$ cat src/lpht_mod.sv
// Iterative remainder unit: 64-bit dividend modulo a 17-bit divisor, one
// quotient bit a cycle (restoring). Depends on nothing but the package style.
module lpht_mod (
  input  logic        clk,
  input  logic        rst_n,
  input  logic        go,
  input  logic [63:0] dividend,
  input  logic [16:0] divisor,
  output logic        done,
  output logic [16:0] remainder
);
  logic [63:0] num_r, num_nxt;
  logic [17:0] rem_r, rem_nxt;
  logic [6:0]  cnt_r, cnt_nxt;
  logic        busy_r, busy_nxt;
  logic [17:0] trial;

  // Shift one dividend bit in and subtract the divisor where it fits.
  always_comb begin
    num_nxt  = num_r;
    rem_nxt  = rem_r;
    cnt_nxt  = cnt_r;
    busy_nxt = busy_r;
    trial    = {rem_r[16:0], num_r[63]};
    if (go) begin
      num_nxt  = dividend;
      rem_nxt  = '0;
      cnt_nxt  = 7'd0;
      busy_nxt = 1'b1;
    end else if (busy_r) begin
      num_nxt = {num_r[62:0], 1'b0};
      rem_nxt = (trial >= {1'b0, divisor}) ? trial - {1'b0, divisor} : trial;
      cnt_nxt = cnt_r + 7'd1;
      if (cnt_r == 7'd63) busy_nxt = 1'b0;
    end
  end

  always_ff @(posedge clk) begin
    if (!rst_n) begin
      busy_r <= 1'b0;
      cnt_r  <= '0;
    end else begin
      busy_r <= busy_nxt;
      cnt_r  <= cnt_nxt;
    end
    num_r <= num_nxt;
    rem_r <= rem_nxt;
  end

  assign done      = busy_r && (cnt_r == 7'd63) && !go;
  assign remainder = rem_nxt[16:0];
endmodule

$ cat config.mk
export PLATFORM = sky130hd
export DESIGN_NAME = lpht_mod
export DESIGN_NICKNAME = d
export VERILOG_FILES = /design/src/lpht_mod.sv
export SDC_FILE = /design/constraint.sdc
export NUM_CORES = 1
export LEC_CHECK = 0
export BUFFER_PORTS_ARGS = -buffer_cell sky130_fd_sc_hd__buf_2
export CAP_MARGIN = 20
export CELL_PAD_IN_SITES_DETAIL_PLACEMENT = 0
export CELL_PAD_IN_SITES_GLOBAL_PLACEMENT = 2
export CORE_MARGIN = 5
export CORE_UTILIZATION = 30
export CTS_BUF_LIST = sky130_fd_sc_hd__clkbuf_4
export DETAILED_ROUTE_END_ITERATION = 10
export PLACE_DENSITY_LB_ADDON = 0.1
export SLEW_MARGIN = 20
export SYNTH_ARGS = -nofsm -noshare
export SYNTH_HDL_FRONTEND = slang
export SYNTH_SLANG_ARGS = --single-unit
$ cat constraint.sdc
create_clock -name clk -period 4 [get_ports clk]
set_clock_uncertainty 0.15 [all_clocks]
set_input_delay 0.4 -clock clk [delete_from_list [all_inputs] [get_ports clk]]
set_output_delay 0.4 -clock clk [all_outputs]
set_load 0.1 [all_outputs]
### After elaboration in Yosys (flattened, before gate mapping)

Cells that the tools add are included.

| word-level totals | value |
|---|---|
| input bits | 84 |
| logic and storage cells | 22 |
| register bits after elaboration | 89 |
| output and inout bits | 18 |

| operators by class | value |
|---|---|
| equal/unequal tests | 1 |
| multiplexer cells | 8 |
| add/sub/neg operators | 2 |
| bitwise operators | 1 |
| $lt $le $gt $ge | 1 |
| reductions and logical operators | 5 |

Operators by type and width:

| kind | number |
|---|---|
| two-way mux 64 bit | 2 |
| two-way mux 17 bit | 3 |
| greater-or-equal comparator 18 x 17 -> 1 bit | 1 |
| subtractor 17 bit | 1 |
| adder 7 x 1 -> 7 bit, second input constant | 1 |
| == test 7 x 6 -> 1 bit, second input constant | 1 |
| two-way mux 1 bit | 3 |
| logical AND 1 bit | 2 |
| nonzero test 2 bit | 1 |
| OR reduction 2 bit | 1 |
| logical NOT 1 bit | 1 |
| NOT 1 bit | 1 |

### Logic depth before layout (Yosys ltp)

| depth | value |
|---|---|
| depth in word-level cells | 4 |
| gate-level depth with buffers | 11 |
| mapped depth without buffers | 10 |

### Worst setup path before layout

Ideal clock, no wire load.

| path | value |
|---|---|
| path kind | in2reg |
| start point | input divisor[0] |
| end point | register rem_r[10] |
| slack | -1.897 ns |
| buffers on the path | 1 |
| cell stages on the path | 9 |
| library setup time | 0.495 ns |
| data required time | 3.355 ns |
| data arrival time | 5.252 ns |
| cell sequence | ha_1 > inv_1 > fa_1 > a211oi_2 > o21ai_4 > a211oi_2 > o31a_1 > buf_6 > o311ai_0 |

| on the way | value |
|---|---|
| word-level cells in the longest chain between the ends | 4 |
| elaborated cells between the ends (all ways) | 5 |
| classes of those cells | add/sub: 1; order compare: 1; mux: 3 |

Ends and longest elaborated chain:

| item | RTL line | source |
|---|---|---|
| start: declaration | 8 | `input logic [16:0] divisor,` |
| subtractor 17 bit or greater-or-equal comparator 18 x 17 -> 1 bit (tied branches) | 32 | `rem_nxt = (trial >= {1'b0, divisor}) ? trial - {1'b0, divisor} : trial;` |
| two-way mux 17 bit * | 32 |  |
| two-way mux 17 bit * | 30 | `end else if (busy_r) begin` |
| two-way mux 17 bit * | 25 | `if (go) begin` |
| named net remainder[10] | 10 | `output logic [16:0] remainder` |
| end signal: assignment | 47 | `rem_r <= rem_nxt;` |
| end: declaration | 13 | `logic [17:0] rem_r, rem_nxt;` |

Mark *: on every way through the listed nets, which the timed path passes. The rest lies on a longest branch.
A chain may end at the register's enable or synchronous reset.

### Final worst setup path

| path | value |
|---|---|
| start point | register num_r[63] |
| end point | output remainder[7] |

| on the way | value |
|---|---|
| word-level cells in the longest chain between the ends | 4 |
| elaborated cells between the ends (all ways) | 5 |
| classes of those cells | add/sub: 1; order compare: 1; mux: 3 |

Ends and longest elaborated chain:

| item | RTL line | source |
|---|---|---|
| start: declaration | 12 | `logic [63:0] num_r, num_nxt;` |
| start signal: assignment | 46 | `num_r <= num_nxt;` |
| subtractor 17 bit or greater-or-equal comparator 18 x 17 -> 1 bit (tied branches) | 32 |  |
| two-way mux 17 bit * | 32 |  |
| two-way mux 17 bit * | 30 |  |
| two-way mux 17 bit * | 25 |  |
| end: declaration | 10 |  |

Mark *: on every way between the ends. The rest lies on a longest branch, timed or not.

==> flow_summary.json <==
{
  "grt_pass1_wl_microns": 17900,
  "placement_rows": 45,
  "start_util_pct": 30.7,
  "grt_pass1_vias": 3493,
  "hp-class": "in2reg",
  "drtPass1Iterations": 4,
  "worst_skew_pair.late_latency_ns": 0.44,
  "syn_area_sq_um": 4690,
  "die_x_microns": 135,
  "yosysUniqueCellTypes": 46,
  "worst_pin_slew_ns": 0.593,
  "synthFlopType": "edfxtp_1",
  "pre_cts_slack_ns": 0.252,
  "slew_headroom_pct": 60.5,
  "crit_fanout": 5,
  "drcViolationCount": 0,
  "worst_slack_ns": 0.214,
  "drt_iter0_drc": 189,
  "cts_buffer_depth": 2,
  "yosysMostFrequentCell": "edfxtp_1",
  "synth_compound_area_share_pct": 11.9,
  "yosysSeqAreaShare_pct": 51.7,
  "area_delta_synth_final_pct": 28.9,
  "coreArea_sq_um": 15300,
  "final_cells": 727,
  "max-cap-violations": 0,
  "grtUsageTotal_pct": 12.4,
  "max_freq_ghz": 0.264,
  "clock_sinks": 89,
  "p_leak_nw": 2.41,
  "synthMuxAreaShare_pct": 15.6,
  "synth_commonest_cells": "64 x edfxtp_1, 63 x mux2_2, 32 x nand2_1",
  "vdd_drop_max_uv": 127,
  "gp_congestion": 0.796,
  "synthAdderAreaFrac_pct": 5.23,
  "grt_max_degree": 51,
  "cp-end-kind": "primary output",
  "powerDensity_nw_per_um2": 350,
  "period_needed_ns": 3.79,
  "die_h_microns": 135,
  "grt_antenna_before_repair": 1,
  "yosysTopAreaCell": "edfxtp_1",
  "dp_hpwl_microns": 8540,
  "clk_pin_slew_ns": 0.15,
  "clockRootBuffer": "clkbuf_4",
  "via_per_inst": 4.67,
  "syn-num-nets": 505,
  "yosysWarnings": 0,
  "synth_edf_count": 64,
  "netlist.area_leader.share_pct": 41.0,
  "start_kind": "flip-flop",
  "critPathRequiredTime_ns": 3.45,
  "synth.area.top_cells": "edfxtp_1 41%, mux2_2 15%, dfxtp_1 11%",
  "synth-async-reset-ratio_pct": 0,
  "crit_type": "reg2out",
  "critPathArrivalTime_ns": 3.24,
  "period_share_pct": 94.6,
  "ys_ff_latch": 89,
  "synth_cells": 402,
  "outcome": "completed",
  "setup-violations-final": 0,
  "syn_avg_cell_area_sq_um": 11.7,
  "numCtsBuffers": 9,
  "ios": 102,
  "ctsHtreeMaxLevel": 3,
  "maxSlewViolCount": 0,
  "synth_xor_area_share_pct": 2.99,
  "synth_top_family_by_area": "multiplexers",
  "wl_microns": 11400,
  "hold_viol_final": 0,
  "vias": 3397,
  "p_total_mw": 2.11,
  "grt.overflow.total": 0,
  "dp_cells": 707,
  "port_buffers": 101,
  "nNetsFinal": 613,
  "dieArea_sq_um": 18200,
  "avgRoutedWirePerCell_microns": 15.7,
  "yosys.area_share.simple_pct": 9.19,
  "final_layout_size_suffix_gt1_share_pct": 40.6,
  "cts_tree": "yes",
  "drtAntennaViolNets": 0
}
## per-stage QoR
stage	hold slack, ns	cell area, sq um	util, %	setup TNS [ns]
after floorplan	0.304	4810	-	-2.27
after global placement	0.320	5820	38.1	0
after detailed placement	0.344	5820	38.1	0
after CTS	0.0113	6000	39.3	0
after global routing	0.0197	6040	39.6	-0.00558
final	0.0510	6040	39.6	0
## sequential cells by signal, indices dropped and copies added, names as in the netlist
name	cells
rem_r	17
num_r	64
busy_r	1
cnt_r	7
## kinds of logic after synthesis
group / Yosys count
DFF: 89
and+or+nand+nor: 92
xor gates and xnor gates: 16
AOI/OAI and AO/OA: 82
muxes: 65
adders and majority gates: 19
buffers and inverters: 39
## where the power goes
| group | leakage, nW | internal (mW) | switching, mW |
|---|---|---|---|
| Clock | 0.0845 | 0.259 | 0.331 |
| Sequential | 0.848 | 1.08 | 0.0267 |
| Combinational | 1.48 | 0.182 | 0.231 |
## placed cells by master (no fill, tap or decap), types with 6 or more instances in the layout
cell type,instances
mux2_2,63
nor2_1,23
clkbuf_4,9
xnor2_1,8
nand3_1,11
a311oi_4,6
o21ai_0,14
ha_1,18
inv_1,21
edfxtp_1,64
nand2_1,32
buf_12,16
nand2b_1,7
dfxtp_1,25
xor2_1,8
buf_4,13
a21oi_1,21
buf_2,83
## what timing repair did
action | CTS | global route
cloned | 0 | 1
hold buffers | 0 | 0
pin swaps | 1 | 5
resized for setup | 3 | 5
buffers inserted | 0 | 2
setup endpoints to repair | 15 | 14
## path summary, 6_finish.rpt
path	from	depth (start not counted)	slack [ns]	to
min	rst_n	3	0.05	busy_r$_SDFF_PN0_
max reg2reg	num_r[63]$_DFFE_PP_	11	1.14	rem_r[7]$_DFF_P_
min reg2reg	cnt_r[5]$_SDFFE_PP0P_	2	0.36	cnt_r[5]$_SDFFE_PP0P_
max	num_r[63]$_DFFE_PP_	11	0.21	remainder[7]
## final cells by class
class,instances,area (sq um)
diodes,1,2.50
clock inverters,7,100
multi-input cells,275,2260
well taps,211,264
repair buffers,113,845
clock buffers,9,67.6
inverters,22,82.6
flip-flops and latches,89,2420
fillers,1510,9220
## routing by layer
layer	global-route usage, %	vias up	share of wire [%]
li1	-	1719	-
met5	0	-	0
met3	3.20	9	4.9
met4	3.75	0	1.5
met2	20.7	78	48
met1	15.9	1591	46
## worst max-delay path, cell delays in order (launching register included)
cell and delay, ns:
edfxtp_1 0.41, inv_1 0.09, ha_1 0.16, inv_1 0.05, fa_2 0.36, a211oi_2 0.31, o21ai_4 0.12, a211oi_4 0.34
o31a_4 0.23, nand2_1 0.09, a311oi_4 0.41, buf_12 0.22
Power figures use the tool's default switching activity.
